**config.mk**
```make
export PLATFORM = sky130hd
export DESIGN_NAME = chorus_link_q
export DESIGN_NICKNAME = d
export VERILOG_FILES = /design/src/chorus_pkg.sv /design/src/chorus_link_q.sv
export SDC_FILE = /design/constraint.sdc
export NUM_CORES = 1
export LEC_CHECK = 0
export BUFFER_PORTS_ARGS = -buffer_cell sky130_fd_sc_hd__buf_2
export CAP_MARGIN = 20
export CORE_MARGIN = 2
export CORE_UTILIZATION = 52
export CTS_CLUSTER_SIZE = 25
export DETAILED_ROUTE_END_ITERATION = 6
export HOLD_SLACK_MARGIN = 0.06
export PLACE_DENSITY_LB_ADDON = 0.2
export SYNTH_ARGS = -nofsm -noshare
export SYNTH_HDL_FRONTEND = slang
export SYNTH_SLANG_ARGS = --single-unit
```
**constraint.sdc**
```tcl
create_clock -name clk -period 4.6 [get_ports clk]
set_clock_uncertainty 0.2 [all_clocks]
set_input_delay 0.23 -clock clk [delete_from_list [all_inputs] [get_ports clk]]
set_output_delay 0.23 -clock clk [all_outputs]
set_load 0.05 [all_outputs]
```
**src/chorus_pkg.sv**
```systemverilog
// ----------------------------------------------------------------------------
// chorus_pkg
// Shared types, constants and the sine table of the chorus unit.
// ----------------------------------------------------------------------------
package chorus_pkg;

    // delay line geometry and sample format
    localparam int LINE_DEPTH  = 4096;
    localparam int ADDR_W      = $clog2(LINE_DEPTH);
    localparam int SAMPLE_BITS = 24;
    localparam int PERIOD_W    = 20;
    localparam int DEPTH_W     = 12;
    localparam int PCT_W       = 7;

    // lfo and shared divider
    localparam int SINE_DEPTH  = 1024;
    localparam int SINE_IDX_W  = $clog2(SINE_DEPTH);
    localparam int MAG_W       = 15;
    localparam int QUOT_W      = 13;
    localparam int REM_W       = PERIOD_W;
    localparam int NUM_W       = QUOT_W + REM_W;
    localparam int CNT_W       = 4;
    localparam longint unsigned HALF_PI_Q30 = 64'd1686629713;

    // divide by one hundred as a reciprocal multiply
    localparam int PROD_MAG_W  = 30;
    localparam int RECIP_SHIFT = 38;
    localparam logic [31:0] RECIP_100 = 32'd2748779070;

    // configuration port
    localparam int CFG_IDX_W   = 8;
    localparam int CFG_DATA_W  = 20;

    // register indexes
    localparam logic [CFG_IDX_W-1:0] REG_DELAY    = 8'd0;
    localparam logic [CFG_IDX_W-1:0] REG_DEPTH    = 8'd1;
    localparam logic [CFG_IDX_W-1:0] REG_PERIOD   = 8'd2;
    localparam logic [CFG_IDX_W-1:0] REG_WAVE     = 8'd3;
    localparam logic [CFG_IDX_W-1:0] REG_DRY      = 8'd4;
    localparam logic [CFG_IDX_W-1:0] REG_WET      = 8'd5;
    localparam logic [CFG_IDX_W-1:0] REG_FEEDBACK = 8'd6;
    localparam logic [CFG_IDX_W-1:0] REG_POLARITY = 8'd7;

    typedef struct packed {
        logic [DEPTH_W-1:0]  delay;
        logic [DEPTH_W-1:0]  depth;
        logic [PERIOD_W-1:0] period;
        logic                sine;
        logic [PCT_W-1:0]    dry;
        logic [PCT_W-1:0]    wet;
        logic [PCT_W-1:0]    feedback;
        logic [1:0]          polarity;
    } cfg_t;

    // one classified item between front and back
    typedef struct packed {
        logic signed [SAMPLE_BITS-1:0] sample;
        logic                          block_end;
        logic [ADDR_W-1:0]             tap;
        logic [ADDR_W-1:0]             wp;
    } link_t;

    typedef logic [MAG_W-1:0] sine_rom_t [SINE_DEPTH];

    // q15 magnitude of one sine entry, quarter wave taylor series
    function automatic logic [MAG_W-1:0] sine_mag(input int unsigned idx);
        longint unsigned u;
        longint unsigned q;
        longint unsigned r;
        longint unsigned x;
        longint unsigned term;
        longint unsigned mag;
        longint          sum;
        u = 64'(4 * (idx % SINE_DEPTH));
        q = u / SINE_DEPTH;
        r = u % SINE_DEPTH;
        if (q[0])
        begin
            r = 64'(SINE_DEPTH) - r;
        end
        x    = (r * HALF_PI_Q30) / SINE_DEPTH;
        term = x;
        sum  = longint'(x);
        for (int n = 1; n <= 6; n++)
        begin
            term = ((((term * x) >> 30) * x) >> 30) / 64'((2 * n) * (2 * n + 1));
            if (n % 2 == 1)
            begin
                sum = sum - longint'(term);
            end
            else
            begin
                sum = sum + longint'(term);
            end
        end
        if (sum < 0)
        begin
            sum = 0;
        end
        mag = (64'(sum) + 64'd16384) >> 15;
        if (mag > 64'd32767)
        begin
            mag = 64'd32767;
        end
        return mag[MAG_W-1:0];
    endfunction

    function automatic sine_rom_t build_sine_rom();
        sine_rom_t rom;
        for (int i = 0; i < SINE_DEPTH; i++)
        begin
            rom[i] = sine_mag(i);
        end
        return rom;
    endfunction

    localparam sine_rom_t SINE_ROM = build_sine_rom();

    // clamp a widened sum to the sample range
    function automatic logic signed [SAMPLE_BITS-1:0] sat_sample(
        input logic signed [SAMPLE_BITS+1:0] v
    );
        logic signed [SAMPLE_BITS+1:0] hi;
        logic signed [SAMPLE_BITS+1:0] lo;
        hi = (SAMPLE_BITS+2)'({1'b0, {(SAMPLE_BITS-1){1'b1}}});
        lo = -hi - (SAMPLE_BITS+2)'(1);
        if (v > hi)
        begin
            return hi[SAMPLE_BITS-1:0];
        end
        else if (v < lo)
        begin
            return lo[SAMPLE_BITS-1:0];
        end
        return v[SAMPLE_BITS-1:0];
    endfunction

endpackage

```
**src/chorus_link_q.sv**
```systemverilog
// ----------------------------------------------------------------------------
// chorus_link_q
// Two entry queue that carries classified items from front to back.
// ----------------------------------------------------------------------------
module chorus_link_q (
    input  logic              clk,
    input  logic              rst_n,
    input  logic              push,
    output logic              full,
    input  chorus_pkg::link_t wdata,
    input  logic              pop,
    output logic              empty,
    output chorus_pkg::link_t rdata
);

    chorus_pkg::link_t data_reg [2];
    logic              wr_ptr_reg;
    logic              rd_ptr_reg;
    logic [1:0]        count_reg;
    logic              do_push;
    logic              do_pop;

    assign full    = (count_reg == 2'd2);
    assign empty   = (count_reg == 2'd0);
    assign do_push = push && !full;
    assign do_pop  = pop && !empty;
    assign rdata   = data_reg[rd_ptr_reg];

    // pointers and fill level
    always_ff @(posedge clk or negedge rst_n)
    begin
        if (!rst_n)
        begin
            wr_ptr_reg <= 1'b0;
            rd_ptr_reg <= 1'b0;
            count_reg  <= 2'd0;
        end
        else
        begin
            if (do_push)
            begin
                wr_ptr_reg <= !wr_ptr_reg;
            end
            if (do_pop)
            begin
                rd_ptr_reg <= !rd_ptr_reg;
            end
            if (do_push && !do_pop)
            begin
                count_reg <= count_reg + 2'd1;
            end
            else if (do_pop && !do_push)
            begin
                count_reg <= count_reg - 2'd1;
            end
        end
    end

    // storage
    always_ff @(posedge clk)
    begin
        if (do_push)
        begin
            data_reg[wr_ptr_reg] <= wdata;
        end
    end

endmodule

```
## After elaboration in Yosys (flattened, before gate mapping)

Memory sizes are Yosys's and may differ from the RTL's.
Index checks and enable logic that the tools add are counted.

| operators by class | value |
|---|---|
| add/subtract/negate cells | 2 |
| equal/unequal tests | 1 |
| multiplexer cells | 4 |
| reductions and logical operators | 12 |

Operators by type and width:

| kind | number |
|---|---|
| 1-bit zero test | 6 |
| 1-bit logical AND | 4 |
| 2-bit two-way mux | 2 |
| 2-bit by 1-bit adder with 2-bit output (second input constant) | 1 |
| 2-bit equality test (second input constant) | 1 |
| 2-bit zero test | 1 |
| 1-bit two-way mux | 2 |
| 2-bit nonzero test | 1 |
| 2-bit by 1-bit subtractor with 2-bit output (second input constant) | 1 |

| storage, ports and cells | value |
|---|---|
| register bits | 4 |
| bits in writable memories | 98 |
| bits of input ports | 53 |
| output and inout bits | 51 |
| memories | 1 |

Memory list:

| name | depth | bits a word | read ports | clocked after Yosys merged registers in | write ports | RTL line | source |
|---|---|---|---|---|---|---|---|
| data_reg | 2 | 49 | 1 | 0 | 1 | chorus_link_q.sv:16 | `chorus_pkg::link_t data_reg [2];` |

## Depth between registers and ports, before layout

Gate-level depths: netlist of the first run.

| logic depth | value |
|---|---|
| word-level depth | 7 |
| depth in mapped cells | 7 |
| gate-level depth less buffers | 7 |

## Worst setup path before layout of the first run

Ideal clock, no wire load.

| timing path | value |
|---|---|
| kind | reg2reg |
| start | register count_reg[0] |
| end | memory data_reg[0][0] in the netlist's numbering (enable) |
| library setup time | 0.456 ns |
| arrival | 2.706 ns |
| data required time | 3.944 ns |
| path slack | 1.239 ns |
| cell stages (with the launch flop) | 4 |
| buffers on the path | 0 |
| period minus slack after synthesis | 3.361 ns |
| path through | dfrtp_1 nand2b_1 nand2_1 nor2_1 |

| between the ends | value |
|---|---|
| longest elaborated chain between the ends | 5 |

RTL lines:

| what | RTL line | source |
|---|---|---|
| start, declared | chorus_link_q.sv:19 | `logic [1:0] count_reg;` |
| start signal, assigned | chorus_link_q.sv:50 | `count_reg <= count_reg + 2'd1;` |
| start signal, assigned | chorus_link_q.sv:54 | `count_reg <= count_reg - 2'd1;` |
| 2-bit equality test | chorus_link_q.sv:23 | `assign full = (count_reg == 2'd2);` |
| 1-bit zero test | chorus_link_q.sv:25 | `assign do_push = push && !full;` |
| 1-bit logical AND | chorus_link_q.sv:25 |  |
| 1-bit two-way mux | chorus_link_q.sv:62 | `if (do_push)` |
| 1-bit two-way mux (implied by the code) | chorus_link_q.sv:64 | `data_reg[wr_ptr_reg] <= wdata;` |
| end, declared | chorus_link_q.sv:16 |  |

No other way between the ends.

==> impl_metrics.csv, run 1 <==
group,metric,value,unit
yosys,synth_edf_count,98,
yosys,netlist_instances,172,
yosys,yosysWarnings,0,
yosys,synth_top_area_cell,"edfxtp_1",
yosys,syn_area_per_cell,23.2,sq um
yosys,synthFlopType,"edfxtp_1",
power,power_frac_seq,41.7,%
status,status,"completed",
timing,rsz0062_at_grt,"no",
clocking,clkTransAtPathRegs,90,ps
clocking,hold_buffers,53,
timing,finalMaxSlewViolations,0,
power,p_per_area,665,nW/um^2
timing,clock.fmax,410,MHz
worst_setup_path,r2r-end,"data_reg[0][8]",
clocking,post_cts_buffers,0,
timing,finalSetupViolations,0,
worst_setup_path,r2r_cells,4,
placement,gp_congestion,0.700,
floorplan,dieArea,8380,sq um
floorplan,die_w,91.6,um
flow_run,maxCapViolCount,0,
drt,antenna_left,0,
grt,grt_overflow,0,
worst_setup_path,r2r-start,"count_reg[0]",
yosys,yosysSeqAreaShare,76.3,%
power,p_comb_share,44.7,%
grt,grt_antenna_before_repair,0,
yosys,syn-num-nets,226,
worst_setup_path,endpoint_kind,"primary output",
cells_and_area,nFillCells,477,
power,max-vdd-ir-drop,375,uV
yosys,synth_area_leaders,"edfxtp_1 (74%), mux2_4 (18%), buf_12 (2.5%), dfrtp_1 (2.5%), xnor2_1 (0.66%)",
worst_setup_path,crit_arrival,2010,ps
drt,vias,2064,
drt,drc,0,
cells_and_area,fin_nets,389,
timing,hold_viol,0,
timing,fin_tns_setup,0,ps
worst_setup_path,path_class,"flip-flop to primary output",
yosys,synth_common_cells,"edfxtp_1 (98), mux2_4 (49), buf_12 (5)",
yosys,ys_types,14,
worst_setup_path,startpoint,"rd_ptr_reg",
placement,dp_hpwl,3900,um
clocking,cts_inserted_buffers,9,
cells_and_area,num_antenna_cells,0,
power,clkPwrFrac,13.6,%
cells_and_area,drive_above_1_share,50.0,%
worst_setup_path,required,4170,ps
power,p_switching,1.47,mW
cells_and_area,area_growth,31.4,%
floorplan,initial_core_util,54.4,%
worst_setup_path,reg2reg_slack,2290,ps
floorplan,ios,104,
yosys,async_reset_ff_share,3.92,%
timing,maxSlewHeadroom,36.6,%
yosys,yosysMostFrequentCell,"edfxtp_1",
clocking,cts.path.max_buffers,2,
timing,fin_crit_sh,53.0,%
floorplan,die_h,91.6,um
worst_setup_path,crit_path_end,"rdata[43]",
clocking,h-tree-depth,3,
worst_setup_path,crit_fanout,50,
yosys,synth-seq-cells,102,
yosys,netlist_area,3990,sq um
worst_setup_path,start_kind,"flip-flop",
timing,final.min_clock_period,2440,ps
drt,wl,6750,um
power,leakagePower,2.13,nW
grt,grt.total_usage,16.7,%
grt,grt_start_max_net_pins,51,
grt,grt_pass1_wl,10400,um
drt,wl_per_cell,15.4,um
yosys,synth_top_area_share,73.8,%
power,swShare,42.1,%
clocking,clock_latency,340,ps
timing,fin_hold_ws,334,ps
power,p_int,2.02,mW
clocking,cts_tree,"built",
clocking,cts_resized,0,
drt,vias_per_cell,4.70,
drt,dr.first_iter.drc_count,82,
clocking,clock_sinks,102,
worst_hold_path,hold_path.class,"flip-flop to flip-flop",
drt,first_pass_iters,4,
timing,worst_pin_slew,950,ps
floorplan,rows,31,
clocking,clock-root-buffer,"clkbuf_8",
placement,port_buffers,103,
floorplan,core-area,7330,sq um
grt,grt_pass1_vias,2213,
cells_and_area,largest_reg_flops,98,
-- layout by cell type, fill, tap and decap left out, types with 2 or more instances in the layout --
cell type and count:
mux2_4 49, clkinvlp_4 2, dlygate4sd3_1 53, edfxtp_1 98, xnor2_1 3, xor2_1 2
inv_1 2, buf_2 103, buf_4 2, dfrtp_1 3, clkbuf_8 9, clkinv_1 3
nor2_1 2
-- per-layer routing --
metal	part of all wire, %	routed length (um)	vias up	global-route usage [%]
met2	53	3610	63	30.1
met3	5.2	351	10	4.65
met4	1.4	95	0	7.95
li1	-	-	996	-
met5	0	0	-	0
met1	40	2690	995	17.8
-- kinds of logic after synthesis --
group | after synthesis | synth area share [%]
DFF | 102 | 76.3
adders and majority gates | 1 | 0.314
xor gates and xnor gates | 5 | 1.10
buffers and inverters | 8 | 2.98
muxes | 49 | 18.5
and+or+nand+nor | 6 | 0.691
AOI/OAI and AO/OA | 1 | 0.125
-- worst min-delay path by stage --
| stage | endpoint | depth (start not counted) | startpoint |
|---|---|---|---|
| CTS | count_reg[1] | 1 | count_reg[1] |
| global placement | count_reg[1] | 1 | rst_n |
| detailed placement | count_reg[0] | 1 | rst_n |
| floorplan | count_reg[0] | 0 | rst_n |
| finish | count_reg[1] | 1 | count_reg[1] |
| global route | count_reg[1] | 1 | count_reg[1] |
-- final cells by class --
| cell class | count | area, sq um | share of cell area [%] |
|---|---|---|---|
| multi-input combinational | 62 | 833 | 15.9 |
| clock inverter | 7 | 40.0 | 0.765 |
| clock buffer | 9 | 124 | 2.37 |
| timing repair buffer | 158 | 1060 | 20.3 |
| sequential | 102 | 3050 | 58.2 |
| tap | 99 | 124 | 2.37 |
| inverter | 2 | 7.51 | 0.143 |
-- power by group through the flow --
stage               Sequential [mW]  Combinational, mW  Clock [mW]
floorplan                      1.35               1.46           0
global placement               1.47               1.53           0
detailed placement             1.48               1.53           0
CTS                            1.46               1.57       0.489
finish                         1.45               1.56       0.472
global route                   1.48               1.63       0.521
-- metrics by stage --
stage | instances | worst slack (ps) | power (mW) | instance area [sq um] | utilization, %
2_1_floorplan | 172 | 1240 | 2.80 | 3990 | -
3_3_place_gp | 370 | 2300 | 2.99 | 4540 | 62.0
3_5_place_dp | 370 | 2240 | 3.01 | 4540 | 62.0
4_1_cts | 439 | 2140 | 3.52 | 5240 | 71.4
5_1_grt | 439 | 2090 | 3.63 | 5240 | 71.4
6_report | 439 | 2160 | 3.48 | 5240 | 71.4
-- worst max-delay path, stage by stage (launching register included) --
cell and delay (ps):
dfrtp_4 1070, mux2_4 360, buf_2 210
No activity file was read; power rests on OpenSTA's default activity.
==> run 2: changes to the inputs <==
--- a/config.mk
+++ b/config.mk
@@ -8,7 +8,7 @@
 export BUFFER_PORTS_ARGS = -buffer_cell sky130_fd_sc_hd__buf_2
 export CAP_MARGIN = 20
 export CORE_MARGIN = 2
-export CORE_UTILIZATION = 52
+export CORE_UTILIZATION = 47
 export CTS_CLUSTER_SIZE = 25
 export DETAILED_ROUTE_END_ITERATION = 6
 export HOLD_SLACK_MARGIN = 0.06
==> constraint.sdc (replaced) <==
create_clock -name clk -period 2 [get_ports clk]
set_clock_uncertainty 0.2 [all_clocks]
set_input_delay 0.1 -clock clk [delete_from_list [all_inputs] [get_ports clk]]
set_output_delay 0.1 -clock clk [all_outputs]
set_load 0.05 [all_outputs]
==> run 2 against run 1 <==
Utilization is 5.2 points lower. Routed wire length increased by 4.1%. Via count is 4.2% higher. Global-route usage shrank 0.98 points. Sequential share of layout area fell by 2.2 points. Sequential cell count stayed put. Non-clock buffer count rose by 8. Clock power grew to 3.1 times the previous value. Final area increased by 4.0%. Critical path depth increased by 1. Highest routed layer unchanged. Sequential power grew 110%. Critical endpoint is now rdata[15]. Cell count is 3.2% higher.
==> impl_metrics.csv, run 2 (same netlist as run 1, synthesis figures left out) <==
group,metric,value,unit
timing,maxSlewHeadroom,82.8,%
cells_and_area,fin_nets,397,
worst_setup_path,start_kind,"flip-flop",
timing,final.min_clock_period,1930,ps
power,p_total,8.59,mW
clocking,cts_tree,"built",
drt,wl_per_cell,15.5,um
timing,fin_crit_sh,96.5,%
floorplan,die_w,96.1,um
placement,placedInstanceArea,4660,sq um
clocking,clock_latency,350,ps
worst_hold_path,hold_start,"wdata[34]",
flow_run,maxCapViolCount,0,
worst_hold_path,hold_depth,2,
clocking,clock_sinks,102,
cells_and_area,num_antenna_cells,0,
drt,drc,0,
worst_setup_path,crit_chain,"buf_12 -> mux2_4 -> buf_2",
power,p_int,5.14,mW
status,status,"completed",
clocking,clock-root-buffer,"clkbuf_8",
grt,grt_pass1_vias,2152,
drt,first_pass_iters,4,
cells_and_area,largest_reg_flops,98,
drt,dr.first_iter.drc_count,116,
worst_hold_path,hold_path.class,"input port to flip-flop",
cells_and_area,final_core_utilization,66.3,%
cells_and_area,stdcell_count,453,
cells_and_area,area_growth,36.6,%
placement,port_buffers,103,
power,p_switching,3.45,mW
power,power_frac_seq,36.1,%
grt,grt.total_usage,15.7,%
timing,finalSetupViolations,0,
worst_setup_path,path_class,"flip-flop to primary output",
worst_setup_path,cp_slowest_cell,"dfrtp_4",
worst_setup_path,reg2reg_slack,320,ps
timing,fin_tns_setup,0,ps
placement,gp_congestion,0.727,
grt,grt_overflow,0,
worst_hold_path,hold_path_end,"data_reg[1][34]",
power,clkPwrFrac,16.7,%
drt,vias,2151,
worst_setup_path,required,1700,ps
clocking,cts.path.max_buffers,2,
grt,grt_antenna_before_repair,0,
grt,grt_pass1_wl,10200,um
cells_and_area,layout_commonest_cell,"buf_2",
floorplan,dieArea,9230,sq um
cells_and_area,final_area,5450,sq um
worst_setup_path,crit_arrival,1630,ps
floorplan,ios,104,
floorplan,initial_core_util,48.5,%
clocking,cts_inserted_buffers,9,
power,p_per_area,1580,nW/um^2
clocking,cts_resized,0,
drt,wl,7030,um
drt,antenna_left,0,
power,p_comb_share,47.2,%
timing,clock.fmax,518,MHz
placement,dp_hpwl,4330,um
worst_setup_path,crit_family,"flip-flops",
worst_setup_path,crit_fanout,22,
drt,vias_per_cell,4.75,
floorplan,core-area,8220,sq um
timing,fin_hold_ws,261,ps
worst_setup_path,r2r-start,"count_reg[0]",
power,leakagePower,2.23,nW
timing,rsz0062_at_grt,"no",
clocking,h-tree-depth,3,
timing,hold_viol,0,
power,max-vdd-ir-drop,1070,uV
timing,finalMaxSlewViolations,0,
worst_setup_path,r2r-end,"count_reg[1]",
timing,finalWorstSetupSlack,69.9,ps
cells_and_area,mostFrequentLayoutCells,"buf_2 (103), edfxtp_1 (98), dlygate4sd3_1 (53)",
placement,dp_slack,258,ps
clocking,clkTransAtPathRegs,100,ps
worst_setup_path,path_buf_inv,2,
worst_setup_path,r2r_cells,6,
worst_setup_path,max_stage_delay,540,ps
cells_and_area,drive_above_1_share,52.6,%
placement,dp_cells,381,
power,swShare,40.2,%
floorplan,die_h,96.1,um
worst_setup_path,endpoint_kind,"primary output",
floorplan,rows,33,
timing,worst_pin_slew,256,ps
grt,grt_start_max_net_pins,28,
## run 2: area by class of cell
type / instances / area, sq um
Sequential cell: 102 / 3050
Clock buffer: 11 / 151
Tap cell: 105 / 131
Inverter: 2 / 7.51
Timing Repair Buffer: 166 / 1180
Clock inverter: 5 / 81.3
Fill cell: 566 / 2770
Multi-Input combinational cell: 62 / 843
## run 2: worst max-delay path by stage
stage                       startpoint        endpoint  slack [ps]  cells after the start
after CTS                   rd_ptr_reg       rdata[19]          50                      3
after global routing        rd_ptr_reg       rdata[20]          30                      3
after floorplan           count_reg[0]  data_reg[0][0]           1                      3
final                       rd_ptr_reg       rdata[15]          70                      3
after detailed placement    rd_ptr_reg       rdata[29]         260                      3
after global placement      rd_ptr_reg       rdata[40]         270                      3
## run 2: per-layer routing
layer | track usage, % | wire [um]
met1 | 18.0 | 2850
met2 | 27.4 | 3670
met3 | 3.13 | 346
met4 | 8.57 | 153
met5 | 0 | 0
## run 2: power by group through the flow
stage / Clock [mW] / Combinational [mW] / Sequential, mW
after detailed placement: 0 / 3.90 / 3.23
after CTS: 1.47 / 4.10 / 3.11
after floorplan: 0 / 3.37 / 3.09
final: 1.44 / 4.05 / 3.10
after global routing: 1.53 / 4.25 / 3.15
after global placement: 0 / 3.89 / 3.21
## run 2: repair_timing
action / 4_1_cts / 5_1_grt
endpoints found under the hold margin: 105 / 0
hold buffers: 53 / 0
setup endpoints to repair: 34 / 0
buffers inserted: 3 / 0
## run 2: worst reg2reg max path: stages, from the launching register on
cell and delay [ps]:
dfrtp_1 450, nand2b_4 180, nand2_2 110, inv_1 50
ha_1 320, nor2_1 150, xor2_1 150
==> run 3: changes to the inputs <==
--- a/config.mk
+++ b/config.mk
@@ -8,7 +8,7 @@
 export BUFFER_PORTS_ARGS = -buffer_cell sky130_fd_sc_hd__buf_2
 export CAP_MARGIN = 20
 export CORE_MARGIN = 2
-export CORE_UTILIZATION = 47
+export CORE_UTILIZATION = 35
 export CTS_CLUSTER_SIZE = 25
 export DETAILED_ROUTE_END_ITERATION = 6
 export HOLD_SLACK_MARGIN = 0.06
==> run 3 against run 2 <==
Combinational power decreased by 1%. Setup slack improved by 26 ps. Clock power increased by 17%. Routed wire length increased by 1.8%. Global-route usage decreased by 3.7 points. Via count decreased by 0.84%. Register-to-register slack about the same. Worst hold slack improved by 20 ps. Critical path type unchanged.
==> impl_metrics.csv, run 3 (same netlist as run 1, synthesis figures left out) <==
group,metric,value,unit
timing,maxSlewHeadroom,82.6,%
timing,finalMaxSlewViolations,0,
timing,final.min_clock_period,1900,ps
placement,dp_cells,416,
drt,wl,7150,um
worst_setup_path,reg2reg_slack,310,ps
worst_hold_path,hold_depth,2,
placement,dp_hpwl,4550,um
power,p_per_area,1590,nW/um^2
floorplan,core-area,11000,sq um
cells_and_area,mostFrequentLayoutCells,"buf_2 (103), edfxtp_1 (98), dlygate4sd3_1 (53)",
power,leakagePower,2.25,nW
timing,fin_tns_setup,0,ps
placement,placedInstanceArea,4680,sq um
clocking,h-tree-depth,3,
clocking,clkTransAtPathRegs,70,ps
timing,rsz0062_at_grt,"no",
timing,clock.fmax,525,MHz
cells_and_area,drive_above_1_share,51.9,%
clocking,cts_inserted_buffers,9,
worst_setup_path,start_kind,"flip-flop",
drt,first_pass_iters,4,
timing,finalSetupViolations,0,
floorplan,die_h,111,um
status,status,"completed",
clocking,cts_resized,0,
grt,grt_overflow,0,
grt,grt_antenna_before_repair,0,
worst_setup_path,r2r_cells,7,
timing,hold_viol,0,
drt,wl_per_cell,14.7,um
flow_run,maxCapViolCount,0,
worst_setup_path,cp_slowest_cell,"dfrtp_4",
cells_and_area,final_area,5510,sq um
clocking,clock-root-buffer,"clkbuf_16",
drt,drc,0,
timing,fin_crit_sh,95.2,%
cells_and_area,area_growth,38.3,%
drt,antenna_left,0,
worst_setup_path,path_buf_inv,2,
worst_setup_path,crit_family,"flip-flops",
power,p_total,8.78,mW
clocking,clock_latency,330,ps
cells_and_area,fin_nets,396,
cells_and_area,layout_commonest_cell,"buf_2",
worst_hold_path,hold_path_end,"data_reg[1][26]",
worst_setup_path,max_stage_delay,530,ps
placement,dp_slack,248,ps
worst_setup_path,crit_fanout,10,
floorplan,ios,104,
cells_and_area,largest_reg_flops,98,
timing,finalWorstSetupSlack,96.0,ps
timing,worst_pin_slew,259,ps
placement,gp_congestion,0.690,
timing,fin_hold_ws,281,ps
worst_setup_path,r2r-end,"count_reg[1]",
grt,grt_pass1_vias,2311,
cells_and_area,num_antenna_cells,0,
cells_and_area,final_core_utilization,50.2,%
worst_setup_path,required,1700,ps
drt,vias,2133,
clocking,cts.path.max_buffers,2,
floorplan,dieArea,12300,sq um
floorplan,die_w,111,um
worst_hold_path,hold_start,"wdata[26]",
worst_setup_path,crit_chain,"buf_4 -> mux2_4 -> buf_2",
floorplan,rows,38,
clocking,cts_tree,"built",
power,max-vdd-ir-drop,876,uV
placement,port_buffers,103,
worst_setup_path,path_class,"flip-flop to primary output",
grt,grt_start_max_net_pins,41,
drt,dr.first_iter.drc_count,47,
cells_and_area,stdcell_count,487,
drt,vias_per_cell,4.38,
worst_setup_path,startpoint,"rd_ptr_reg",
worst_hold_path,hold_path.class,"input port to flip-flop",
floorplan,initial_core_util,36.3,%
worst_setup_path,r2r-start,"count_reg[0]",
grt,grt_pass1_wl,11400,um
clocking,clock_sinks,102,
grt,grt.total_usage,12.0,%
worst_setup_path,crit_arrival,1600,ps
worst_setup_path,endpoint_kind,"primary output",
-- run 3: report_power, final --
group | internal, mW | switching [mW]
clock | 0.968 | 0.709
sequential | 2.93 | 0.177
combinational | 1.39 | 2.60
-- run 3: per-layer routing --
layer  global-route usage [%]  part of all wire (%)  vias to the layer above
met4                     5.00                   1.8                        0
li1                         -                     -                     1012
met5                        0                     0                        -
met1                     14.0                    42                     1029
met3                     3.01                   5.6                       12
met2                     20.9                    51                       80
-- run 3: what timing repair did --
item	in CTS	in global routing
setup buffers	2	0
setup endpoints to repair	36	0
endpoints found under the hold margin	105	0
hold buffers	53	0
-- run 3: worst max-delay path by stage --
stage / to / slack (ps) / cells after the start
global placement: rdata[26] / 260 / 3
detailed placement: rdata[30] / 250 / 3
floorplan: data_reg[0][0] / 1 / 3
finish: rdata[36] / 100 / 3
CTS: rdata[36] / 60 / 3
global route: rdata[36] / 40 / 3
-- run 3: layout make-up --
cell class	instances	area [sq um]
sequential	102	3050
clock buffer	10	229
timing repair buffer	165	1150
clock inverter	6	61.3
multi-input combinational	62	843
inverter	2	7.51
fill	911	5470
tap	140	175
